### src/rtl/acmac_pkg.sv
// Shared types, constants and AES helper functions for the CMAC tag engine.
package acmac_pkg;

    localparam int unsigned KeyWidth   = 64;
    localparam int unsigned BlockWidth = 128;
    localparam int unsigned QueueDepth = 4;
    localparam logic [7:0]  CmacRb     = 8'h87;

    typedef enum logic {
        CMD_ABSORB = 1'b0,
        CMD_FINISH = 1'b1
    } cmd_t;

    typedef enum logic [1:0] {
        CFG_KEY_HIGH = 2'd0,
        CFG_KEY_LOW  = 2'd1
    } cfg_idx_t;

    // Work item handed from the front part to the back part.
    typedef enum logic [1:0] {
        OP_CHAIN  = 2'd0,   // encrypt chain ^ block
        OP_TAG_K1 = 2'd1,   // full last block
        OP_TAG_K2 = 2'd2    // padded last block
    } op_t;

    typedef struct packed {
        op_t              op;
        logic [BlockWidth-1:0] block;
    } job_t;

    localparam logic [7:0] SBOX [256] = '{
     8'h63,8'h7c,8'h77,8'h7b,8'hf2,8'h6b,8'h6f,8'hc5,8'h30,8'h01,8'h67,8'h2b,8'hfe,8'hd7,8'hab,8'h76,
     8'hca,8'h82,8'hc9,8'h7d,8'hfa,8'h59,8'h47,8'hf0,8'had,8'hd4,8'ha2,8'haf,8'h9c,8'ha4,8'h72,8'hc0,
     8'hb7,8'hfd,8'h93,8'h26,8'h36,8'h3f,8'hf7,8'hcc,8'h34,8'ha5,8'he5,8'hf1,8'h71,8'hd8,8'h31,8'h15,
     8'h04,8'hc7,8'h23,8'hc3,8'h18,8'h96,8'h05,8'h9a,8'h07,8'h12,8'h80,8'he2,8'heb,8'h27,8'hb2,8'h75,
     8'h09,8'h83,8'h2c,8'h1a,8'h1b,8'h6e,8'h5a,8'ha0,8'h52,8'h3b,8'hd6,8'hb3,8'h29,8'he3,8'h2f,8'h84,
     8'h53,8'hd1,8'h00,8'hed,8'h20,8'hfc,8'hb1,8'h5b,8'h6a,8'hcb,8'hbe,8'h39,8'h4a,8'h4c,8'h58,8'hcf,
     8'hd0,8'hef,8'haa,8'hfb,8'h43,8'h4d,8'h33,8'h85,8'h45,8'hf9,8'h02,8'h7f,8'h50,8'h3c,8'h9f,8'ha8,
     8'h51,8'ha3,8'h40,8'h8f,8'h92,8'h9d,8'h38,8'hf5,8'hbc,8'hb6,8'hda,8'h21,8'h10,8'hff,8'hf3,8'hd2,
     8'hcd,8'h0c,8'h13,8'hec,8'h5f,8'h97,8'h44,8'h17,8'hc4,8'ha7,8'h7e,8'h3d,8'h64,8'h5d,8'h19,8'h73,
     8'h60,8'h81,8'h4f,8'hdc,8'h22,8'h2a,8'h90,8'h88,8'h46,8'hee,8'hb8,8'h14,8'hde,8'h5e,8'h0b,8'hdb,
     8'he0,8'h32,8'h3a,8'h0a,8'h49,8'h06,8'h24,8'h5c,8'hc2,8'hd3,8'hac,8'h62,8'h91,8'h95,8'he4,8'h79,
     8'he7,8'hc8,8'h37,8'h6d,8'h8d,8'hd5,8'h4e,8'ha9,8'h6c,8'h56,8'hf4,8'hea,8'h65,8'h7a,8'hae,8'h08,
     8'hba,8'h78,8'h25,8'h2e,8'h1c,8'ha6,8'hb4,8'hc6,8'he8,8'hdd,8'h74,8'h1f,8'h4b,8'hbd,8'h8b,8'h8a,
     8'h70,8'h3e,8'hb5,8'h66,8'h48,8'h03,8'hf6,8'h0e,8'h61,8'h35,8'h57,8'hb9,8'h86,8'hc1,8'h1d,8'h9e,
     8'he1,8'hf8,8'h98,8'h11,8'h69,8'hd9,8'h8e,8'h94,8'h9b,8'h1e,8'h87,8'he9,8'hce,8'h55,8'h28,8'hdf,
     8'h8c,8'ha1,8'h89,8'h0d,8'hbf,8'he6,8'h42,8'h68,8'h41,8'h99,8'h2d,8'h0f,8'hb0,8'h54,8'hbb,8'h16
    };

    function automatic logic [7:0] xtime(input logic [7:0] v);
        xtime = {v[6:0], 1'b0} ^ (v[7] ? 8'h1b : 8'h00);
    endfunction

    // Byte i of a block sits at bits 127-8i .. 120-8i.
    function automatic logic [7:0] get_byte(input logic [127:0] b, input int i);
        get_byte = b[127-8*i -: 8];
    endfunction

    // One AES round: SubBytes, ShiftRows, optional MixColumns, AddRoundKey.
    function automatic logic [127:0] aes_round(input logic [127:0] s,
                                               input logic [127:0] rk,
                                               input logic         last);
        logic [7:0]   t [16];
        logic [7:0]   a0, a1, a2, a3, al;
        logic [127:0] r;
        for (int c = 0; c < 4; c++)
            for (int j = 0; j < 4; j++)
                t[j+4*c] = SBOX[get_byte(s, j + 4*((c + j) % 4))];
        if (!last) begin
            for (int c = 0; c < 4; c++) begin
                a0 = t[4*c]; a1 = t[4*c+1]; a2 = t[4*c+2]; a3 = t[4*c+3];
                al = a0 ^ a1 ^ a2 ^ a3;
                t[4*c]   = a0 ^ al ^ xtime(a0 ^ a1);
                t[4*c+1] = a1 ^ al ^ xtime(a1 ^ a2);
                t[4*c+2] = a2 ^ al ^ xtime(a2 ^ a3);
                t[4*c+3] = a3 ^ al ^ xtime(a3 ^ a0);
            end
        end
        for (int i = 0; i < 16; i++)
            r[127-8*i -: 8] = t[i];
        aes_round = r ^ rk;
    endfunction

    // Next round key from the current one.
    function automatic logic [127:0] key_step(input logic [127:0] k,
                                              input logic [7:0]   rcon);
        logic [31:0] w0, w1, w2, w3, g;
        w0 = k[127:96]; w1 = k[95:64]; w2 = k[63:32]; w3 = k[31:0];
        g  = {SBOX[w3[23:16]] ^ rcon, SBOX[w3[15:8]], SBOX[w3[7:0]], SBOX[w3[31:24]]};
        w0 = w0 ^ g;
        w1 = w1 ^ w0;
        w2 = w2 ^ w1;
        w3 = w3 ^ w2;
        key_step = {w0, w1, w2, w3};
    endfunction

    function automatic logic [127:0] blk_mul_x(input logic [127:0] v);
        blk_mul_x = {v[126:0], 1'b0} ^ (v[127] ? {120'd0, CmacRb} : 128'd0);
    endfunction

endpackage

### src/rtl/acmac_queue.sv
// Small FIFO of block jobs between the front and back parts.
module acmac_queue
#(
    parameter int unsigned Depth = acmac_pkg::QueueDepth
)
(
    input  logic            clk,
    input  logic            rst_n,
    input  logic            clear,
    input  logic            push,
    output logic            can_push,
    input  acmac_pkg::job_t push_job,
    output logic            pop_valid,
    input  logic            pop,
    output acmac_pkg::job_t pop_job
);
    import acmac_pkg::*;

    localparam int unsigned AW = (Depth > 1) ? $clog2(Depth) : 1;

    job_t              mem_reg [Depth];
    logic [AW-1:0]     wr_reg, rd_reg;
    logic [AW:0]       cnt_reg;
    logic              do_push, do_pop;

    assign can_push  = (cnt_reg != (AW+1)'(Depth));
    assign pop_valid = (cnt_reg != '0);
    assign pop_job   = mem_reg[rd_reg];
    assign do_push   = push && can_push;
    assign do_pop    = pop && pop_valid;

    always_ff @(posedge clk or negedge rst_n)
    begin
        if (!rst_n)
        begin
            wr_reg  <= '0;
            rd_reg  <= '0;
            cnt_reg <= '0;
        end
        else if (clear)
        begin
            wr_reg  <= '0;
            rd_reg  <= '0;
            cnt_reg <= '0;
        end
        else
        begin
            if (do_push)
                wr_reg <= (wr_reg == AW'(Depth-1)) ? '0 : wr_reg + 1'b1;
            if (do_pop)
                rd_reg <= (rd_reg == AW'(Depth-1)) ? '0 : rd_reg + 1'b1;
            cnt_reg <= cnt_reg + (AW+1)'(do_push) - (AW+1)'(do_pop);
        end
    end

    always_ff @(posedge clk)
    begin
        if (do_push)
            mem_reg[wr_reg] <= push_job;
    end

endmodule

### config.mk
export PLATFORM = sky130hd
export DESIGN_NAME = acmac_queue
export DESIGN_NICKNAME = d
export VERILOG_FILES = /design/src/rtl/acmac_pkg.sv /design/src/rtl/acmac_queue.sv
export SDC_FILE = /design/constraint.sdc
export NUM_CORES = 1
export LEC_CHECK = 0
export ABC_AREA = 0
export BUFFER_PORTS_ARGS = -buffer_cell sky130_fd_sc_hd__clkbuf_2
export CORE_MARGIN = 2
export CORE_UTILIZATION = 40
export DETAILED_ROUTE_END_ITERATION = 7
export PLACE_DENSITY = 0.65
export SYNTH_ARGS = -nofsm -noshare
export SYNTH_HDL_FRONTEND = slang
export SYNTH_SLANG_ARGS = --single-unit
### constraint.sdc
create_clock -name clk -period 4 [get_ports clk]
set_input_delay 0.8 -clock clk [delete_from_list [all_inputs] [get_ports clk]]
set_output_delay 0.8 -clock clk [all_outputs]
set_load 0.02 [all_outputs]
Yosys cells after proc, flatten, opt, wreduce, memory -nomap -nowiden
Memories as Yosys holds them, arrays and structs flattened.
Index checks and enable logic that the tools add are counted.
Word-level totals
  flip-flop bits (word level): 7
  bits in writable memories: 520
  bits of input ports: 135
  output and inout port bits: 132
  word-level logic and storage cells: 25
  memories kept: 1
Memory list
  mem_reg: words 4, bits a word 130, rd ports 1, clocked after memory_dff 0, write ports 1, RTL line acmac_queue.sv:21  | job_t mem_reg [Depth];
Operators by class
  add/subtract/negate cells: 4
  eq/ne operators: 3
  mux-type cells: 9
  reduce and logical (&&, ||, !) cells: 5
Operators with widths (count)
  $mux W2: 6
  $add A2 B1 Y2 const B: 2
  $eq A2 B2 Y1 const B: 2
  $reduce_bool A2 Y1: 2
  $add A3 B1 Y3: 1
  $mux W3: 1
  $ne A3 B3 Y1 const B: 1
  $reduce_bool A3 Y1: 1
  $sub A3 B1 Y3: 1
  $logic_and A1 B1 Y1: 2
  $mux W1: 2

Depth between registers and ports, before layout
Gate-level depths: netlist (run 1).
  depth in word-level cells: 5
  gate-level depth with buffers: 10
  mapped depth without buffers: 9

Worst setup path after synthesis (run 1)
Ideal clock, no wire load.
  kind: input to register
  from: input push
  to: memory mem_reg[3][0] (netlist bit) (enable)
  setup time: 0.505 ns
  arrival time: 3.842 ns
  required time: 3.495 ns
  slack: -0.347 ns
  cell stages on the path: 1
  path buffers: 0
  path through: and3_1
On the way
  longest elaborated chain between the ends: 3
RTL lines
  start, declared: RTL line acmac_queue.sv:10  | input logic push,
  $logic_and A1 B1 Y1: RTL line acmac_queue.sv:29  | assign do_push = push && can_push;
  $mux W1: RTL line acmac_queue.sv:58  | if (do_push)
  $mux W1 (not written as such): RTL line acmac_queue.sv:59  | mem_reg[wr_reg] <= push_job;
  end, declared: RTL line acmac_queue.sv:21
Every way passes these cells.

==> results.yml, run 1 <==
route:
  antenna_left: 0
  drtIter0Drc: 439
  met1Wirelength_um: 15100
  via_per_inst: 5.05
  drtPass1Iterations: 4
  drc_errors: 0
  routed_wl_um: 37600
  wl_met2_um: 18600
  highest_layer: "met5"
  wl_met3_um: 3150
  wl_per_cell_um: 22.1
  vias: 8599
floorplan:
  rows: 80
  io_pins: 267
  fp.dieW_um: 223
  dieArea_um2: 49800
  die-height_um: 223
  start_util_pct: 40.4
  core_area_um2: 47500
place:
  gp_congestion: 0.696
  dpl.hpwl_um: 23100
  numPortBuffers: 266
  place_inst: 1604
grt:
  grtUsageTotal_pct: 15.2
  grt_pass1_wl_um: 56900
  antenna_found_initial: 4
  grt_pass1_vias: 9458
  overflow: 0
  grt_max_degree: 49
pwr:
  leakagePower_nw: 7.82
  total_power_mw: 14.8
  power_density_nw_per_um2: 640
  ir_worst_vdd_v: 0.000468
cells_and_area:
  drive_above_1_share_pct: 47.1
  fin_nets: 1187
  num-fill-cells: 3770
  final_common_cell: "edfxtp_1"
  area_delta_synth_final_pct: 20.8
  final_cell_mix: "edfxtp_1, clkbuf_2, mux4_2"
  largest_reg_flops: 520
  antenna_cells: 0
  fin_cells: 1703
synth:
  synth_area_um2: 19200
  synth_compound_area_share_pct: 0.156
  yosysTopAreaCell: "edfxtp_1"
  synth_area_leaders: "edfxtp_1, mux4_2, dfrtp_1, buf_6, ha_1"
  synth_adder_area_share_pct: 0.560
  synth_nets: 869
  yosys.area_share.xor_xnor_pct: 0.0911
  yosys_warnings: 0
  yosysUniqueCellTypes: 25
  yosys_register_bits: 527
  ys_seq_area_share_pct: 82.2
  synth_edf_count: 520
  synth-simple-area-share_pct: 0.469
  yosysTopAreaCellShare_pct: 81.2
  ys_async_sr_fraction_pct: 1.33
  synth_mux_area_share_pct: 15.3
  synth_top_family_by_area: "multiplexers"
  synth_area_per_cell_um2: 26.5
  synthFlopType: "edfxtp_1"
  synthCells: 726
job:
  maxCapViolCount: 0
cts:
  clk_latency_ps: 600
  ctsResizeCount: 0
  clock-root-buffer: "clkbuf_16"
  clk_pin_slew_ps: 60
  postCtsSetupRepairBufs: 0
  cts_tree: "done"
  cts_buffers: 53
  clock_path_buffers: 3
  holdBufCountCts: 0
  h-tree-depth: 2
  clock-sinks: 527
sta:
  fin_crit_ps: 3340
  slew_headroom_pct: 44.6
  hold_viol: 0
  fmax_mhz: 299
  finalSetupViolations: 0
  tns_ps: 0
  fin_crit_sh_pct: 83.5
  rsz0062_at_grt: "false"
  slew_viol_final: 0
  fin_worst_skew_ps: 16.8
  tightest_slew_ps: 830
critical_path:
  cp.arrival_ps: 2540
  r2r_cells: 9
  endpoint_kind: "output port"
  cp-start-kind: "flip-flop"
  critPathRequiredTime_ps: 3200
  crit_type: "flip-flop to output port"
  worstPathMaxFanout: 37
run_status:
  run_status: "finished clean"
min_path:
  hold_class: "input pin to async pin"
[stage by stage]
stage / setup WS [ps] / hold slack, ps / instance area, µm² / utilization (%)
after global placement: 1210 / 577 / 21500 / 45.3
after global routing: 475 / 26.8 / 23200 / 48.8
final: 659 / 50.7 / 23200 / 48.8
after detailed placement: 1200 / 602 / 21500 / 45.3
after CTS: 536 / 11.8 / 23200 / 48.8
after floorplan: 1140 / 504 / 19200 / -
[final timing paths]
path | from | to | slack [ps]
hold reg to reg | wr_reg[0]$_DFFE_PN0P_ | wr_reg[0]$_DFFE_PN0P_ | 600
max in group asynchronous | rst_n | rd_reg[0]$_DFFE_PN0P_ | 3740
hold / removal | rst_n | cnt_reg[2]$_DFF_PN0_ | 50
setup / recovery | rd_reg[0]$_DFFE_PN0P_ | pop_job[109] | 660
setup reg to reg | cnt_reg[1]$_DFF_PN0_ | cnt_reg[2]$_DFF_PN0_ | 1620
min in group clk | push_job[17] | mem_reg[2][17]$_DFFE_PP_ | 420
[metal layers]
metal | vias to the layer above | GRT usage, %
li1 | 3785 | -
met1 | 4519 | 18.7
met2 | 235 | 25.2
met3 | 52 | 6.07
met4 | 8 | 3.98
met5 | - | 0
[cells by family (layout without fill, tap and decap cells)]
| logic type | after synthesis | after routing |
|---|---|---|
| and+or+nand+nor | 16 | 16 |
| xor gates and xnor gates | 2 | 2 |
| DFF | 527 | 527 |
| muxes | 132 | 132 |
| adders and majority gates | 8 | 8 |
| AOI/OAI and AO/OA | 4 | 4 |
| buffers and inverters | 37 | 399 |
[final cells by class]
cell class	instances	area, µm²	area share, %
Sequential cell	527	15800	68.1
Clock inverter	31	263	1.13
Clock buffer	68	1420	6.13
Inverter	5	18.8	0.0809
Tap cell	615	769	3.32
Multi-Input combinational cell	162	3210	13.8
Timing Repair Buffer	295	1720	7.43
[synth_stat cells, drive strengths merged, types with 2 or more instances]
| master | instances |
|---|---|
| edfxtp | 520 |
| mux4 | 130 |
| buf | 26 |
| dfrtp | 7 |
| ha | 7 |
| clkbuf | 6 |
| inv | 5 |
| and3 | 4 |
| nor2 | 3 |
| or3 | 3 |
| mux2i | 2 |
| nand2 | 2 |
| nand2b | 2 |
[report_power, final]
part	total [mW]	internal (mW)	leakage (nW)	switching, mW
Combinational	3.22	1.34	2.14	1.89
Sequential	6.88	6.68	4.85	0.198
Clock	4.75	2.72	0.828	2.02
[critical path, cell delays in order (launching register included)]
cell	delay (ps)
dfrtp_4	780
buf_12	350
mux4_2	560
clkbuf_2	210
(Power assumes the default switching activity.)
==> inputs of run 2 (changes only) <==
Clock period 4 ns to 2.7 ns, I/O delays scaled along.
==> run 2 against run 1 <==
Effect of this change:
- the run now ends with setup timing left
- utilization increased by 2.3 points
- clock skew decreased by 4.6 ps
- first-iteration DRC count increased by 8.9%
- sequential power increased by 47%
- flip-flop and latch count unchanged
- count of clock-buffer cells in the layout decreased by 2
- clock power increased by 44%
- sequential share of layout area decreased by 3.0 points
- routed wire length increased by 4.0%
==> results.yml, run 2 (synthesized netlist as in run 1, its figures left out) <==
pwr:
  swShare_pct: 27.3
  leakagePower_nw: 8.24
  p_clk_share_pct: 29.6
  power_frac_seq_pct: 43.6
  p_int_mw: 16.8
  total_power_mw: 23.2
  p_switching_mw: 6.33
  p_comb_share_pct: 26.9
  ir_worst_vdd_v: 0.000718
  power_density_nw_per_um2: 954
sta:
  fmax_mhz: 364
  finalSetupViolations: 43
  fin_worst_skew_ps: 12.3
  holdWs_ps: 172
  fin_crit_sh_pct: 102
  tightest_slew_ps: 564
  rsz0062_at_grt: "true"
  fin_ws_ps: -46.0
  slew_headroom_pct: 62.4
  slew_viol_final: 0
  fin_crit_ps: 2750
  hold_viol: 0
cts:
  cts_buffers: 54
  clk_pin_slew_ps: 60
  cts_tree: "done"
  clock-sinks: 527
  clock_path_buffers: 3
  clk_latency_ps: 580
  clock-root-buffer: "clkbuf_16"
  h-tree-depth: 2
floorplan:
  io_pins: 267
  core_area_um2: 47500
  start_util_pct: 40.4
  fp.dieW_um: 223
  die-height_um: 223
  rows: 80
  dieArea_um2: 49800
grt:
  grt_pass1_vias: 9412
  grt_max_degree: 54
  overflow: 0
  antenna_found_initial: 1
  grtUsageTotal_pct: 15.7
  grt_pass1_wl_um: 58100
job:
  maxCapViolCount: 0
place:
  placed_cell_area_um2: 21700
  gp_congestion: 0.715
  dp_slack_ps: 352
  dpl.hpwl_um: 24100
  place_inst: 1617
  numPortBuffers: 266
critical_path:
  rr_endpoint: "cnt_reg[2]$_DFF_PN0_"
  r2r_cells: 9
  critPathRequiredTime_ps: 2160
  endpoint_kind: "output port"
  crit_type: "flip-flop to output port"
  rrSetupSlack_ps: 360
  r2r-start: "cnt_reg[1]$_DFF_PN0_"
  worstPathMaxFanout: 9
  cp.arrival_ps: 2210
  cp-start-kind: "flip-flop"
route:
  met1Wirelength_um: 15900
  drc_errors: 0
  highest_layer: "met5"
  drtPass1Iterations: 5
  drtIter0Drc: 478
  wl_met2_um: 19600
  via_per_inst: 5.11
  antenna_left: 0
  routed_wl_um: 39100
  vias: 8886
  wl_per_cell_um: 22.5
  wl_met3_um: 2890
cells_and_area:
  num-fill-cells: 3730
  largest_reg_flops: 520
  antenna_cells: 0
  fin_nets: 1229
  final_common_cell: "edfxtp_1"
  area_delta_synth_final_pct: 26.4
  drive_above_1_share_pct: 48.3
  fin_cells: 1739
  final_cell_mix: "edfxtp_1, clkbuf_2, mux4_2"
  finalInstanceArea_um2: 24300
min_path:
  min-delay-start: "push_job[26]"
  hold_depth: 1
  holdPathEnd: "mem_reg[1][26]$_DFFE_PP_"
  hold_class: "input pin to flip-flop"
run_status:
  run_status: "finished with violations"
  violations: "setup timing"
-- run 2: cell count changes in the layout (fill, tap and decap cells not counted), sizes merged --
| cell | before | now |
|---|---|---|
| dlygate4sd3 | 0 | 1 |
| clkinv | 23 | 18 |
| buf | 29 | 158 |
| clkbuf | 334 | 243 |
| clkinvlp | 3 | 4 |
| inv | 7 | 9 |
| bufinv | 3 | 2 |
-- run 2: layer usage --
layer	global-route usage [%]	vias to the layer above
met5	0	-
li1	-	3886
met4	3.85	2
met3	5.44	53
met1	19.7	4694
met2	26.1	251
-- run 2: layout make-up --
cell class                      instances  area [µm²]  area share (%)
Sequential cell                       527       15800            65.0
Clock buffer                           66        1420            5.84
Tap cell                              615         769            3.17
Multi-Input combinational cell        162        3210            13.2
Clock inverter                         28         206           0.850
Timing Repair Buffer                  336        2860            11.8
Inverter                                5        18.8          0.0773
-- run 2: repair_timing --
item                       in CTS  in global routing
gates resized for setup        57                176
hold endpoints to repair        7                  0
hold buffers                    1                  0
gates cloned                    8                  2
buffers inserted               18                  2
setup endpoints to repair      92                125
-- run 2: per-stage QoR --
step	TNS (ps)	util (%)
2_1_floorplan	-74360	-
3_3_place_gp	0	45.7
3_5_place_dp	0	45.7
4_1_cts	-7380	50.5
5_1_grt	-7670	51.1
6_report	-771	51.1
-- run 2: how the worst max path moves through the flow --
stage / slack, ps / cells after the start / to / start
2_1_floorplan: -140 / 3 / mem_reg[0][0]$_DFFE_PP_ / cnt_reg[2]$_DFF_PN0_
3_3_place_gp: 370 / 9 / cnt_reg[2]$_DFF_PN0_ / cnt_reg[1]$_DFF_PN0_
3_5_place_dp: 350 / 9 / cnt_reg[2]$_DFF_PN0_ / cnt_reg[1]$_DFF_PN0_
4_1_cts: -120 / 4 / pop_job[104] / rd_reg[0]$_DFFE_PN0P_
5_1_grt: -120 / 5 / pop_job[119] / rd_reg[0]$_DFFE_PN0P_
6_report: -50 / 4 / pop_job[18] / rd_reg[0]$_DFFE_PN0P_
-- run 2: critical path, stage by stage (launching register included) --
cell and delay, ps:
dfrtp_4 530, buf_16 210, clkbuf_16 190, mux4_2 490, buf_2 180
-- run 2: power groups by stage --
stage / combinational, mW / clock [mW] / sequential, mW
5_1_grt: 6.61 / 7.35 / 10.2
4_1_cts: 6.00 / 7.07 / 10.1
6_report: 6.22 / 6.85 / 10.1
3_3_place_gp: 5.16 / 0 / 10.2
2_1_floorplan: 3.33 / 0 / 10.2
3_5_place_dp: 5.18 / 0 / 10.3
