**src/rtl/acmac_pkg.sv**
```systemverilog
// Shared types, constants and AES helper functions for the CMAC tag engine.
package acmac_pkg;

    localparam int unsigned KeyWidth   = 64;
    localparam int unsigned BlockWidth = 128;
    localparam int unsigned QueueDepth = 4;
    localparam logic [7:0]  CmacRb     = 8'h87;

    typedef enum logic {
        CMD_ABSORB = 1'b0,
        CMD_FINISH = 1'b1
    } cmd_t;

    typedef enum logic [1:0] {
        CFG_KEY_HIGH = 2'd0,
        CFG_KEY_LOW  = 2'd1
    } cfg_idx_t;

    // Work item handed from the front part to the back part.
    typedef enum logic [1:0] {
        OP_CHAIN  = 2'd0,   // encrypt chain ^ block
        OP_TAG_K1 = 2'd1,   // full last block
        OP_TAG_K2 = 2'd2    // padded last block
    } op_t;

    typedef struct packed {
        op_t              op;
        logic [BlockWidth-1:0] block;
    } job_t;

    localparam logic [7:0] SBOX [256] = '{
     8'h63,8'h7c,8'h77,8'h7b,8'hf2,8'h6b,8'h6f,8'hc5,8'h30,8'h01,8'h67,8'h2b,8'hfe,8'hd7,8'hab,8'h76,
     8'hca,8'h82,8'hc9,8'h7d,8'hfa,8'h59,8'h47,8'hf0,8'had,8'hd4,8'ha2,8'haf,8'h9c,8'ha4,8'h72,8'hc0,
     8'hb7,8'hfd,8'h93,8'h26,8'h36,8'h3f,8'hf7,8'hcc,8'h34,8'ha5,8'he5,8'hf1,8'h71,8'hd8,8'h31,8'h15,
     8'h04,8'hc7,8'h23,8'hc3,8'h18,8'h96,8'h05,8'h9a,8'h07,8'h12,8'h80,8'he2,8'heb,8'h27,8'hb2,8'h75,
     8'h09,8'h83,8'h2c,8'h1a,8'h1b,8'h6e,8'h5a,8'ha0,8'h52,8'h3b,8'hd6,8'hb3,8'h29,8'he3,8'h2f,8'h84,
     8'h53,8'hd1,8'h00,8'hed,8'h20,8'hfc,8'hb1,8'h5b,8'h6a,8'hcb,8'hbe,8'h39,8'h4a,8'h4c,8'h58,8'hcf,
     8'hd0,8'hef,8'haa,8'hfb,8'h43,8'h4d,8'h33,8'h85,8'h45,8'hf9,8'h02,8'h7f,8'h50,8'h3c,8'h9f,8'ha8,
     8'h51,8'ha3,8'h40,8'h8f,8'h92,8'h9d,8'h38,8'hf5,8'hbc,8'hb6,8'hda,8'h21,8'h10,8'hff,8'hf3,8'hd2,
     8'hcd,8'h0c,8'h13,8'hec,8'h5f,8'h97,8'h44,8'h17,8'hc4,8'ha7,8'h7e,8'h3d,8'h64,8'h5d,8'h19,8'h73,
     8'h60,8'h81,8'h4f,8'hdc,8'h22,8'h2a,8'h90,8'h88,8'h46,8'hee,8'hb8,8'h14,8'hde,8'h5e,8'h0b,8'hdb,
     8'he0,8'h32,8'h3a,8'h0a,8'h49,8'h06,8'h24,8'h5c,8'hc2,8'hd3,8'hac,8'h62,8'h91,8'h95,8'he4,8'h79,
     8'he7,8'hc8,8'h37,8'h6d,8'h8d,8'hd5,8'h4e,8'ha9,8'h6c,8'h56,8'hf4,8'hea,8'h65,8'h7a,8'hae,8'h08,
     8'hba,8'h78,8'h25,8'h2e,8'h1c,8'ha6,8'hb4,8'hc6,8'he8,8'hdd,8'h74,8'h1f,8'h4b,8'hbd,8'h8b,8'h8a,
     8'h70,8'h3e,8'hb5,8'h66,8'h48,8'h03,8'hf6,8'h0e,8'h61,8'h35,8'h57,8'hb9,8'h86,8'hc1,8'h1d,8'h9e,
     8'he1,8'hf8,8'h98,8'h11,8'h69,8'hd9,8'h8e,8'h94,8'h9b,8'h1e,8'h87,8'he9,8'hce,8'h55,8'h28,8'hdf,
     8'h8c,8'ha1,8'h89,8'h0d,8'hbf,8'he6,8'h42,8'h68,8'h41,8'h99,8'h2d,8'h0f,8'hb0,8'h54,8'hbb,8'h16
    };

    function automatic logic [7:0] xtime(input logic [7:0] v);
        xtime = {v[6:0], 1'b0} ^ (v[7] ? 8'h1b : 8'h00);
    endfunction

    // Byte i of a block sits at bits 127-8i .. 120-8i.
    function automatic logic [7:0] get_byte(input logic [127:0] b, input int i);
        get_byte = b[127-8*i -: 8];
    endfunction

    // One AES round: SubBytes, ShiftRows, optional MixColumns, AddRoundKey.
    function automatic logic [127:0] aes_round(input logic [127:0] s,
                                               input logic [127:0] rk,
                                               input logic         last);
        logic [7:0]   t [16];
        logic [7:0]   a0, a1, a2, a3, al;
        logic [127:0] r;
        for (int c = 0; c < 4; c++)
            for (int j = 0; j < 4; j++)
                t[j+4*c] = SBOX[get_byte(s, j + 4*((c + j) % 4))];
        if (!last) begin
            for (int c = 0; c < 4; c++) begin
                a0 = t[4*c]; a1 = t[4*c+1]; a2 = t[4*c+2]; a3 = t[4*c+3];
                al = a0 ^ a1 ^ a2 ^ a3;
                t[4*c]   = a0 ^ al ^ xtime(a0 ^ a1);
                t[4*c+1] = a1 ^ al ^ xtime(a1 ^ a2);
                t[4*c+2] = a2 ^ al ^ xtime(a2 ^ a3);
                t[4*c+3] = a3 ^ al ^ xtime(a3 ^ a0);
            end
        end
        for (int i = 0; i < 16; i++)
            r[127-8*i -: 8] = t[i];
        aes_round = r ^ rk;
    endfunction

    // Next round key from the current one.
    function automatic logic [127:0] key_step(input logic [127:0] k,
                                              input logic [7:0]   rcon);
        logic [31:0] w0, w1, w2, w3, g;
        w0 = k[127:96]; w1 = k[95:64]; w2 = k[63:32]; w3 = k[31:0];
        g  = {SBOX[w3[23:16]] ^ rcon, SBOX[w3[15:8]], SBOX[w3[7:0]], SBOX[w3[31:24]]};
        w0 = w0 ^ g;
        w1 = w1 ^ w0;
        w2 = w2 ^ w1;
        w3 = w3 ^ w2;
        key_step = {w0, w1, w2, w3};
    endfunction

    function automatic logic [127:0] blk_mul_x(input logic [127:0] v);
        blk_mul_x = {v[126:0], 1'b0} ^ (v[127] ? {120'd0, CmacRb} : 128'd0);
    endfunction

endpackage

```
**src/rtl/acmac_front.sv**
```systemverilog
// Front part: gathers bytes into blocks and issues block jobs to the queue.
module acmac_front
(
    input  logic                            clk,
    input  logic                            rst_n,
    input  logic                            clear,
    input  logic                            in_valid,
    output logic                            in_ready,
    input  logic                            command,
    input  logic [7:0]                      data_byte,
    output logic                            job_valid,
    input  logic                            job_ready,
    output acmac_pkg::job_t                 job
);
    import acmac_pkg::*;

    logic [127:0] buf_reg, buf_next;
    logic [4:0]   fill_reg, fill_next;
    logic [127:0] padded;
    logic         full;

    assign full = fill_reg[4];

    // Pad mask: bytes below fill kept, 0x80 at fill, zeros after.
    always_comb
    begin
        padded = '0;
        for (int i = 0; i < 16; i++)
        begin
            if (i < fill_reg)
                padded[127-8*i -: 8] = buf_reg[127-8*i -: 8];
            else if (i == fill_reg)
                padded[127-8*i -: 8] = 8'h80;
        end
    end

    // An absorb into a full buffer and every finish need a queue slot.
    always_comb
    begin
        job_valid = 1'b0;
        job.op    = OP_CHAIN;
        job.block = buf_reg;
        if (in_valid)
        begin
            if (command == CMD_FINISH)
            begin
                job_valid = 1'b1;
                job.op    = full ? OP_TAG_K1 : OP_TAG_K2;
                job.block = full ? buf_reg : padded;
            end
            else if (full)
            begin
                job_valid = 1'b1;
            end
        end
    end

    assign in_ready = !job_valid || job_ready;

    always_comb
    begin
        buf_next  = buf_reg;
        fill_next = fill_reg;
        if (in_valid && in_ready)
        begin
            if (command == CMD_FINISH)
            begin
                fill_next = '0;
            end
            else
            begin
                if (full)
                begin
                    buf_next  = {data_byte, 120'd0};
                    fill_next = 5'd1;
                end
                else
                begin
                    buf_next[127 - 8*fill_reg[3:0] -: 8] = data_byte;
                    fill_next = fill_reg + 5'd1;
                end
            end
        end
        if (clear)
            fill_next = '0;
    end

    always_ff @(posedge clk or negedge rst_n)
    begin
        if (!rst_n)
            fill_reg <= '0;
        else
            fill_reg <= fill_next;
    end

    always_ff @(posedge clk)
    begin
        buf_reg <= buf_next;
    end

endmodule

```
**config.mk**
```make
export PLATFORM = sky130hd
export DESIGN_NAME = acmac_front
export DESIGN_NICKNAME = d
export VERILOG_FILES = /design/src/rtl/acmac_pkg.sv /design/src/rtl/acmac_front.sv
export SDC_FILE = /design/constraint.sdc
export NUM_CORES = 1
export LEC_CHECK = 0
export BUFFER_PORTS_ARGS = -buffer_cell sky130_fd_sc_hd__buf_2
export CAP_MARGIN = 20
export CORE_ASPECT_RATIO = 0.7
export CORE_UTILIZATION = 60
export DETAILED_ROUTE_END_ITERATION = 16
export PLACE_DENSITY = 0.86
export REMOVE_ABC_BUFFERS = 1
export SLEW_MARGIN = 20
export SYNTH_ARGS = -nofsm -noshare
export SYNTH_HDL_FRONTEND = slang
export SYNTH_SLANG_ARGS = --single-unit
```
**constraint.sdc**
```tcl
create_clock -name clk -period 16.51 [get_ports clk]
set_clock_uncertainty 0.15 [all_clocks]
set_input_delay 3.302 -clock clk [delete_from_list [all_inputs] [get_ports clk]]
set_output_delay 3.302 -clock clk [all_outputs]
set_load 0.05 [all_outputs]
```
# Word level (Yosys, flattened, before mapping)

Index checks and enable logic that the tools add are counted.
Widths: inputs -> output; s select.

Flip-flop bits (word level): 133
Input bits: 14
Word-level logic and storage cells: 91
Output and inout bits: 132

Magnitude comparators: 16
Bitwise gates (word level): 1
$add $sub $neg: 3
Shift operators: 2
Reduce and logical (&&, ||, !) cells: 6
Eq/ne operators: 15
Mux-type cells: 45

Operators with widths:

| kind                     | number |
|---|---|
| $mux 130                 | 2 |
| $mux 128                 | 2 |
| $mux 8                   | 32 |
| $shift 8x34->135 const A | 1 |
| $shiftx 8x34->135        | 1 |
| $bwmux 128               | 1 |
| $eq 4x5->1 const A       | 8 |
| $lt 4x5->1 const A       | 8 |
| $neg 32->34              | 1 |
| $eq 3x5->1 const A       | 4 |
| $lt 3x5->1 const A       | 4 |
| $mux 5                   | 4 |
| $eq 2x5->1 const A       | 2 |
| $lt 1x5->1 const A       | 2 |
| $lt 2x5->1 const A       | 2 |
| $sub 7x7->8 const A      | 1 |
| $add 5x1->5 const B      | 1 |
| $eq 1x5->1 const A       | 1 |
| $logic_not 5->1          | 1 |
| $mux 1                   | 3 |
| $mux 2                   | 1 |
| $reduce_and 2->1         | 1 |
| $reduce_bool 2->1        | 1 |
| $logic_and 1x1->1        | 1 |
| 3 further kinds          | 3 |

# Depth between registers and ports, before layout

Gate-level depths: netlist of run 1.

Depth in word-level cells: 8
Mapped depth: 9
Depth with buffers taken out: 5

# Worst setup path after synthesis of run 1

No wires, ideal clock.

Path type: input port to flip-flop
Start: in command
End: reg buf_reg[120] (enable)
Arrival time: 13.135 ns
Stages on the path: 3
Setup time: 0.374 ns
Setup slack: 2.851 ns
Required time: 15.986 ns
Buffers on the path: 1
Cell sequence: buf_2 > nor3b_1 > nor2b_1

Cells in the longest elaborated chain, start to end: 6
Elaborated cells between the ends (all ways): 7
Those cells by class: mux: 2; bitwise: 1; reduce/logical: 4

Ends and longest elaborated chain:

| what                                  | RTL line          | RTL |
|---|---|---|
| start: declaration                    | acmac_front.sv:9  | `input logic command,` |
| $mux 1                                | acmac_front.sv:45 | `if (command == CMD_FINISH)` |
| $mux 1                                | acmac_front.sv:43 | `if (in_valid)` |
| $logic_not 1->1                       | acmac_front.sv:58 | `assign in_ready = !job_valid \|\| job_ready;` |
| $logic_or 1x1->1                      | acmac_front.sv:58 |  |
| $logic_and 1x1->1                     | acmac_front.sv:64 | `if (in_valid && in_ready)` |
| $reduce_and 2->1 (no source line) (*) | --                |  |
| end signal: assignment                | acmac_front.sv:98 | `buf_reg <= buf_next;` |
| end: declaration                      | acmac_front.sv:17 | `logic [127:0] buf_reg, buf_next;` |

Mark *: on every way between the ends. The rest lies on a longest branch, timed or not.
A chain may end at the register's enable or synchronous reset.

==> results of run 1 <==
[tightest hold or removal path: stages (launching register included)]
cell and delay [ns]:
edfxtp_1 0.33, nand2_1 0.05, a21oi_1 0.13
[cell usage in the layout (no fill, tap or decap), drive strengths merged, types with 3 or more instances in the layout]
master | synthesis | layout
dfrtp | 5 | 5
mux2 | 6 | 6
edfxtp | 128 | 128
o2bb2ai | 4 | 4
o21ai | 8 | 8
nand2 | 132 | 132
clkinv | 0 | 4
nand3 | 129 | 129
nor3 | 3 | 3
nand3b | 7 | 7
nor3b | 3 | 3
clkinvlp | 0 | 3
inv | 7 | 7
a21oi | 122 | 122
buf | 45 | 150
and3 | 7 | 7
clkbuf | 34 | 21
nor2b | 29 | 29
nand2b | 3 | 3
and3b | 7 | 7
ha | 6 | 6
nor2 | 8 | 8
and2 | 100 | 100
bufinv | 0 | 3
[cells in the mapped netlist (3+ instances only)]
master | number | share of area, %
buf_1 | 3 | 0.15
clkbuf_2 | 3 | 0.20
nand2b_1 | 3 | 0.25
nor2_1 | 6 | 0.29
o2bb2ai_1 | 4 | 0.46
nand3_1 | 127 | 8.3
inv_1 | 5 | 0.25
and3b_1 | 7 | 0.80
nor2b_1 | 29 | 2.4
edfxtp_1 | 128 | 50
o21ai_0 | 4 | 0.26
clkbuf_1 | 31 | 1.5
nand3b_1 | 6 | 0.59
buf_2 | 40 | 2.6
ha_1 | 6 | 0.98
a21oi_1 | 122 | 8.0
nand2_1 | 130 | 6.4
dfrtp_1 | 5 | 1.6
and3_1 | 7 | 0.57
mux2_1 | 6 | 0.88
and2_1 | 100 | 8.2
[metrics by stage]
stage	total power [mW]	util, %
global route	0.938	71.3
detailed placement	0.544	66.6
floorplan	0.507	-
finish	0.916	71.3
global placement	0.542	66.5
CTS	0.914	71.2
[worst min path at each step]
stage               depth (start not counted)  slack [ns]        start           to
floorplan                                   2        0.44   buf_reg[0]   buf_reg[0]
global placement                            2        0.45  buf_reg[30]  buf_reg[30]
detailed placement                          2        0.46  buf_reg[92]  buf_reg[92]
CTS                                         2        0.47  buf_reg[86]  buf_reg[86]
global route                                2        0.50  buf_reg[81]  buf_reg[81]
finish                                      2        0.47  buf_reg[26]  buf_reg[26]
[metal layers]
metal	track usage, %	vias up	routed length [microns]
met1	45.3	3043	8450
li1	-	3041	-
met5	0	-	0
met4	10.8	0	352
met2	46.5	446	8980
met3	5.48	38	2320
[power groups by stage]
stage / clock network [mW] / logic [mW] / registers, mW
4_1_cts: 0.376 / 0.145 / 0.393
6_report: 0.377 / 0.146 / 0.393
3_5_place_dp: 0 / 0.144 / 0.400
2_1_floorplan: 0 / 0.106 / 0.401
3_3_place_gp: 0 / 0.143 / 0.399
5_1_grt: 0.390 / 0.154 / 0.395
[cells by family after synthesis]
| kind of cell | after synthesis |
|---|---|
| buffers and inverters | 86 |
| DFF | 133 |
| muxes | 7 |
| AOI/OAI and AO/OA | 147 |
| and+or+nand+nor | 436 |
| adders and majority gates | 6 |
[area by class of cell]
type	count	area [sq um]
Sequential cell	133	3970
Fill cell	948	3570
Multi-Input combinational cell	596	3310
Timing Repair Buffer	150	763
Clock buffer	21	440
Tap cell	162	203
Clock inverter	10	133
Inverter	7	26.3
==> run_results.csv, run 1 <==
group,metric,value,unit
outcome,status,"complete, no violations",
final_layout,syn2layout_area_growth,15.7,%
worst_setup_path,worstPathRequired,13.06,ns
die,die_h,96.5,microns
timing,drv_slew,0,
worst_setup_path,slowest_stage,"o21ai_0",
grt,antenna_found_initial,0,
worst_setup_path,critPathMaxStageDelay,0.41,ns
timing,min_period,8.44,ns
yosys,synth_cell_types,52,
yosys,async_reset_ff_share,3.76,%
place,io_buffers,145,
die,initial_utilization,61.6,%
yosys,synth-edff-count,128,
drt,ant_nets,0,
place,dp.cells,1048,
power,pwr-share-clk,41.1,%
worst_setup_path,worstPathCellList,"buf_2 > nand3b_4 > inv_2 > nand2_1 > o21ai_0 > buf_2",
yosys,synthFlopType,"edfxtp_1",
die,die_w,137,microns
power,peakVddDrop,0.0789,mV
clock_tree,clk_root_buffer_cell,"clkbuf_16",
power,power_switching,0.262,mW
clock_tree,cts_made_buffers,17,
grt,grt_pass1_wl,30.4,mm
clock_tree,clockBufferDepth,2,
clock_tree,cts_hold_buffers,0,
worst_setup_path,worst_path_dominant_cell_family,"buffers and inverters",
final_layout,drive_gt1_share,21.8,%
drt,wirelength,20.1,mm
timing,clock.fmax,118,MHz
yosys,syn_area,7650,sq um
yosys,synth_cells,815,
yosys,synth_top_family_by_area,"simple AND/OR/NAND/NOR gates",
clock_tree,insertion_delay,0.42,ns
final_layout,fin_area,8850,sq um
final_layout,nNetsFinal,925,
drt,drt_first_pass_iters,6,
power,sequentialPowerShare,42.9,%
timing,setup-violations-final,0,
drt,avgViaCountPerCell,6.09,
worst_setup_path,cp-endpoint,"job[103]",
timing,hold_slack,0.473,ns
yosys,synth-simple-area-share,30.4,%
yosys,ys_warn_count,0,
die,die_area,13200,sq um
yosys,muxShareOfSynthArea,1.01,%
worst_setup_path,crit_type,"in2out",
clock_tree,cts_tree,"done",
place,dpl_cell_area,8270,sq um
power,p_int,0.654,mW
place,dp_slack,8.12,ns
final_layout,n_antenna_cell,0,
final_layout,stdcell_count,1079,
yosys,yosysSeqAreaShare,51.9,%
drt,drtIter0Drc,757,
timing,hold_violations,0,
worst_setup_path,end_kind,"output pin",
worst_setup_path,startpoint_type,"input port",
worst_setup_path,r2r-end,"buf_reg[82]",
grt,grt_max_degree,94,
timing,slew_headroom,36.7,%
yosys,ys_ff_latch,133,
grt,groute.usage.overall,30.9,%
place,dp_hpwl,12.1,mm
worst_setup_path,crit_top_cell,"buf_2",
timing,worst_slack,8.07,ns
clock_tree,path_clk_slew,0.06,ns
die,pin_count,146,
clock_tree,htreeDepth,4,
power,powerDensity,103,nW/um^2
place,gp_congestion,0.843,
yosys,synth_compound_area_share,10.6,%
worst_setup_path,r2r_start,"fill_reg[4]",
clock_tree,post-cts-setup-buffers,0,
final_layout,largest_reg_flops,128,
timing,worst_pin_slew,0.950,ns
worst_setup_path,worstRegToRegCells,5,
drt,post-route-drc-count,0,
drt,wl_per_cell,18.6,microns
die,rows,34,
timing,grt_setup_unrepaired,"false",
power,power.share.combinational,15.9,%
worst_setup_path,path_buf_inv,3,
worst_setup_path,cp.depth,6,
min_path,hp-class,"reg2reg",
job,cap_violations,0,
clock_tree,numClockSinks,133,
grt,overflow,0,
timing,fin_crit_sh,51.1,%
grt,grt_pass1_vias,5673,
timing,tns,0,ns
power,power_switching_share,28.6,%
worst_setup_path,reg2reg_slack,12.87,ns
power,leakagePower,3.58,nW
worst_setup_path,startpoint,"command",
yosys,synth_xor_area_share,0,%
yosys,avgSynthCellArea,9.38,sq um
clock_tree,cts.repair.resized,0,
worst_setup_path,worstPathMaxFanout,13,
worst_setup_path,cp.arrival,4.99,ns
yosys,synthAdderAreaFrac,0.982,%
drt,vias,6568,
die,core_area,12400,sq um
(Power assumes the default switching activity.)
==> inputs of run 2 (changes only) <==
Settings changed: CORE_UTILIZATION 60 to 51, PLACE_DENSITY 0.86 to 0.77.
Clock period 16.51 ns to 7.75 ns, I/O delays scaled along.
==> run 2 against run 1 <==
Critical path depth is the same. Global-route usage shrank 3.9 points. Die area grew 17%. Non-clock buffer count grew 1. First-iteration DRC count grew 7.3%. Final area grew 0.71%.
==> run_results.csv, run 2 (synthesis gave the netlist of run 1 again) <==
group,metric,value,unit
min_path,hold_start,"buf_reg[92]",
timing,fin_crit_sh,64.0,%
clock_tree,cts_tree,"done",
grt,overflow,0,
drt,ant_nets,0,
place,dp_hpwl,12.5,mm
worst_setup_path,r2r_start,"fill_reg[4]",
final_layout,syn2layout_area_growth,16.5,%
worst_setup_path,worstPathMaxFanout,13,
die,die_h,104,microns
outcome,status,"complete, no violations",
worst_setup_path,startpoint_type,"input port",
die,core_area,14700,sq um
power,powerDensity,223,nW/um^2
drt,wirelength,20.5,mm
die,rows,37,
grt,grt_max_degree,80,
min_path,hold_path_depth,2,
min_path,min_to,"buf_reg[92]",
clock_tree,cts.repair.resized,0,
clock_tree,clockBufferDepth,2,
timing,drv_slew,0,
clock_tree,clk_root_buffer_cell,"clkbuf_16",
drt,avgViaCountPerCell,5.85,
die,die_area,15500,sq um
timing,clock.fmax,202,MHz
worst_setup_path,cp.arrival,3.26,ns
place,dp.cells,1082,
die,pin_count,146,
timing,grt_setup_unrepaired,"false",
clock_tree,cts_hold_buffers,0,
place,io_buffers,145,
final_layout,largest_reg_flops,128,
power,peakVddDrop,0.154,mV
timing,hold_violations,0,
worst_setup_path,worstRegToRegCells,4,
worst_setup_path,reg2reg_slack,4.49,ns
drt,wl_per_cell,18.4,microns
grt,groute.usage.overall,27.0,%
clock_tree,insertion_delay,0.41,ns
timing,setup-violations-final,0,
drt,drt_first_pass_iters,5,
clock_tree,numClockSinks,133,
worst_setup_path,r2r-end,"buf_reg[6]",
final_layout,nNetsFinal,926,
drt,drtIter0Drc,812,
grt,antenna_found_initial,0,
timing,min_period,4.96,ns
place,gp_congestion,0.773,
job,cap_violations,0,
worst_setup_path,crit_top_cell,"buf_2",
worst_setup_path,slowest_stage,"o21ai_0",
grt,grt_pass1_wl,32.2,mm
worst_setup_path,worstPathCellList,"buf_2 > nand3b_4 > inv_2 > nand2_1 > o21ai_0 > buf_2",
worst_setup_path,crit_type,"in2out",
min_path,hp-class,"reg2reg",
drt,vias,6507,
power,leakagePower,3.60,nW
clock_tree,htreeDepth,4,
timing,hold_slack,0.470,ns
final_layout,n_antenna_cell,0,
worst_setup_path,worstPathRequired,6.05,ns
timing,slew_headroom,33.2,%
clock_tree,post-cts-setup-buffers,0,
clock_tree,cts_made_buffers,17,
final_layout,drive_gt1_share,21.9,%
final_layout,final_common_cell,"buf_2",
final_layout,stdcell_count,1113,
worst_setup_path,end_kind,"output pin",
clock_tree,path_clk_slew,0.06,ns
timing,worst_pin_slew,1.00,ns
drt,post-route-drc-count,0,
die,die_w,148,microns
final_layout,final_cell_mix,"buf_2, nand2_1, edfxtp_1, nand3_1, a21oi_1",
worst_setup_path,critPathMaxStageDelay,0.41,ns
grt,grt_pass1_vias,5772,
power,power,1.98,mW
die,initial_utilization,52.1,%
==> run 2: cell count changes in the layout (fill, tap and decap cells not counted), sizes merged <==
cell / delta
clkinvlp: -2
bufinv: +1
buf: +1
clkinv: +2
clkbuf: -1
==> run 2: layout make-up <==
| class | count | area (sq um) |
|---|---|---|
| clock buffer | 20 | 437 |
| clock inverter | 11 | 159 |
| fill | 1243 | 5760 |
| inverter | 7 | 26.3 |
| multi-input combinational | 596 | 3300 |
| sequential | 133 | 3970 |
| tap | 195 | 244 |
| timing repair buffer | 151 | 771 |
==> run 2: worst max-delay path by stage <==
stage	from	end	slack (ns)	cells after the start
4_1_cts	command	job[103]	2.84	6
3_3_place_gp	command	job[103]	2.89	6
5_1_grt	command	job[103]	2.75	6
3_5_place_dp	command	job[103]	2.85	6
6_report	command	job[103]	2.79	6
2_1_floorplan	fill_reg[4]	buf_reg[120]	-4.30	3
==> run 2: metal layers <==
metal	track usage (%)	routed length, microns
met1	42.5	9170
met2	37.5	9010
met5	0	0
met3	5.44	2120
met4	7.00	219
==> run 2: worst max-delay path, delay by kind of cell <==
family	cells	cell delay, ns
buffers and inverters	3	0.84
AND/OR/NAND/NOR	2	0.46
AO/OA/AOI/OAI	1	0.41
==> run 2: power by group <==
part | internal (mW) | switching, mW
clock | 0.533 | 0.303
sequential | 0.822 | 0.0155
combinational | 0.0707 | 0.240
==> run 2: stage by stage <==
step / cell area (sq um) / utilization [%] / TNS, ns / worst slack (ns)
after floorplan: 7280 / - / -497.72 / -4.30
after global placement: 8310 / 56.6 / 0 / 2.89
after detailed placement: 8320 / 56.7 / 0 / 2.85
after CTS: 8910 / 60.7 / 0 / 2.84
after global routing: 8910 / 60.7 / 0 / 2.75
final: 8910 / 60.7 / 0 / 2.79
==> inputs of run 3 (changes only) <==
Settings changed: ABC_AREA set to 1, CORE_UTILIZATION 51 to 56, PLACE_DENSITY 0.77 to 0.81.
Clock period 7.75 ns to 4.7 ns, I/O delays scaled along.
==> run 3 against run 2 <==
Register-to-register slack got worse by 2.7 ns. Wire length fell by 1.1%. Global-route usage rose by 2.3 points. Cell count rose by 13%. First-iteration DRC count fell by 17%. Hold slack got worse by 0.29 ns.
==> run_results.csv, run 3 <==
group,metric,value,unit
drt,wirelength,20.3,mm
power,peakVddDrop,0.270,mV
worst_setup_path,worstPathMaxFanout,18,
grt,overflow,0,
die,pin_count,146,
worst_setup_path,worst_path_dominant_cell_family,"buffers and inverters",
clock_tree,numClockSinks,133,
job,cap_violations,0,
worst_setup_path,startpoint_type,"flop",
min_path,hp-class,"in2async",
timing,drv_slew,0,
power,leakagePower,4.48,nW
worst_setup_path,r2r_start,"fill_reg[4]",
timing,clock.fmax,259,MHz
yosys,synth_cells,927,
drt,drtIter0Drc,673,
drt,vias,6817,
die,core_area,13200,sq um
power,sequentialPowerShare,39.9,%
power,powerDensity,380,nW/um^2
timing,min_period,3.86,ns
drt,post-route-drc-count,0,
yosys,synth_top_area_share,50.3,%
final_layout,final_cell_mix,"inv_1, nor2_1, buf_2, o21ai_0, edfxtp_1",
grt,grt_max_degree,66,
yosys,yosysMostFrequentCell,"inv_1",
timing,fin_crit_sh,82.0,%
power,power_switching,0.946,mW
yosys,ys_warn_count,0,
drt,wl_per_cell,16.2,microns
worst_setup_path,worstPathRequired,3.61,ns
grt,grt_pass1_wl,31.4,mm
worst_setup_path,cp.depth,7,
grt,groute.usage.overall,29.4,%
outcome,status,"complete, no violations",
power,power.share.combinational,14.5,%
timing,worst_slack,0.844,ns
worst_setup_path,worstRegToRegCells,5,
worst_setup_path,path_buf_inv,3,
worst_setup_path,startpoint,"fill_reg[0]",
place,io_buffers,145,
worst_setup_path,cp.arrival,2.77,ns
clock_tree,cts_hold_buffers,0,
yosys,synth-edff-count,128,
yosys,ys_top_cells_by_area,"edfxtp_1, inv_1, o21ai_0",
clock_tree,path_clk_slew,0.06,ns
power,pwr-share-clk,45.5,%
clock_tree,insertion_delay,0.42,ns
worst_setup_path,crit_type,"reg2out",
timing,hold_violations,0,
yosys,synth_top_area_cell,"edfxtp_1",
die,initial_utilization,57.7,%
yosys,synthFlopType,"edfxtp_1",
place,gp_congestion,0.959,
clock_tree,post-cts-setup-buffers,0,
die,die_w,142,microns
place,dp_hpwl,14.1,mm
yosys,synth_cell_types,30,
final_layout,nNetsFinal,1078,
worst_setup_path,end_kind,"output pin",
drt,drt_first_pass_iters,6,
final_layout,n_antenna_cell,0,
timing,setup-violations-final,0,
worst_setup_path,critPathMaxStageDelay,0.62,ns
timing,slew_headroom,37.6,%
worst_setup_path,slowest_stage,"dfrtp_1",
clock_tree,clockBufferDepth,2,
power,p_int,2.51,mW
worst_setup_path,worstPathCellList,"inv_2 > ha_1 > inv_1 > nor3_4 > nand2_1 > o21ai_1 > buf_2",
grt,grt_pass1_vias,6005,
yosys,yosysSeqAreaShare,52.0,%
die,die_area,14100,sq um
final_layout,largest_reg_flops,128,
final_layout,drive_gt1_share,21.0,%
drt,avgViaCountPerCell,5.43,
yosys,async_reset_ff_share,3.76,%
final_layout,final_common_cell,"inv_1",
place,dp_slack,1.26,ns
power,power_switching_share,27.4,%
yosys,synth_top_cells_by_count,"inv_1, nor2_1, edfxtp_1, o21ai_0, nand2_1",
yosys,syn_area,7630,sq um
drt,ant_nets,0,
timing,grt_setup_unrepaired,"false",
clock_tree,htreeDepth,4,
final_layout,n_fill_cell,1081,
die,die_h,99.7,microns
timing,tns,0,ns
yosys,ys_ff_latch,133,
clock_tree,clk_root_buffer_cell,"clkbuf_16",
clock_tree,cts.repair.resized,0,
die,rows,35,
clock_tree,cts_tree,"done",
yosys,avgSynthCellArea,8.24,sq um
final_layout,syn2layout_area_growth,19.1,%
clock_tree,cts_made_buffers,17,
timing,worst_pin_slew,0.932,ns
grt,antenna_found_initial,0,
run 3: cells by family after synthesis:
logic type	after synthesis	synth area share (%)
and+or+nand+nor	309	17.7
adders and majority gates	6	0.983
AOI/OAI and AO/OA	248	16.5
DFF	133	52.0
buffers and inverters	231	12.7
run 3: worst reg2reg max path, cell delays in order (launching register included):
cell and delay (ns):
dfrtp_1 0.54, inv_2 0.17, buf_4 0.48, o211ai_2 0.29, inv_4 0.54, buf_12 0.35
run 3: final timing paths:
path,endpoint,slack [ns]
max,job[95],0.84
min,fill_reg[0],0.18
max reg2reg,buf_reg[7],1.83
min reg2reg,buf_reg[106],0.44
max in group asynchronous,fill_reg[4],4.07
min in group clk,buf_reg[106],0.44
run 3: power by group through the flow:
stage / logic [mW] / clock network, mW / registers, mW
6_report: 0.502 / 1.57 / 1.38
3_5_place_dp: 0.497 / 0 / 1.40
4_1_cts: 0.499 / 1.57 / 1.38
5_1_grt: 0.533 / 1.62 / 1.38
3_3_place_gp: 0.489 / 0 / 1.40
2_1_floorplan: 0.374 / 0 / 1.40
run 3: metal layers:
metal  GRT usage (%)  part of all wire [%]  vias up
li1                -                     -     3258
met1            44.3                    44     3111
met2            41.2                    43      418
met3            7.22                    11       30
met4            9.68                   1.6        0
met5               0                     0        -
run 3: area by class of cell:
class                   count  area [sq um]  share of cell area [%]
clock buffers              19           433                    4.76
flip-flops and latches    133          3970                    43.7
clock inverters            13           253                    2.78
repair buffers            151           783                    8.62
multi-input cells         563          2690                    29.6
inverters                 192           728                    8.01
well taps                 185           231                    2.55
run 3: per-stage QoR:
step / cell area [sq um] / util (%) / std cells / power (mW) / hold slack (ns)
final: 9090 / 68.7 / 1256 / 3.45 / 0.180
after CTS: 9090 / 68.7 / 1256 / 3.45 / 0.175
after global placement: 8400 / 63.5 / 1224 / 1.89 / 0.415
after global routing: 9090 / 68.7 / 1256 / 3.54 / 0.175
after detailed placement: 8400 / 63.5 / 1224 / 1.90 / 0.425
after floorplan: 7390 / - / 888 / 1.77 / 0.400
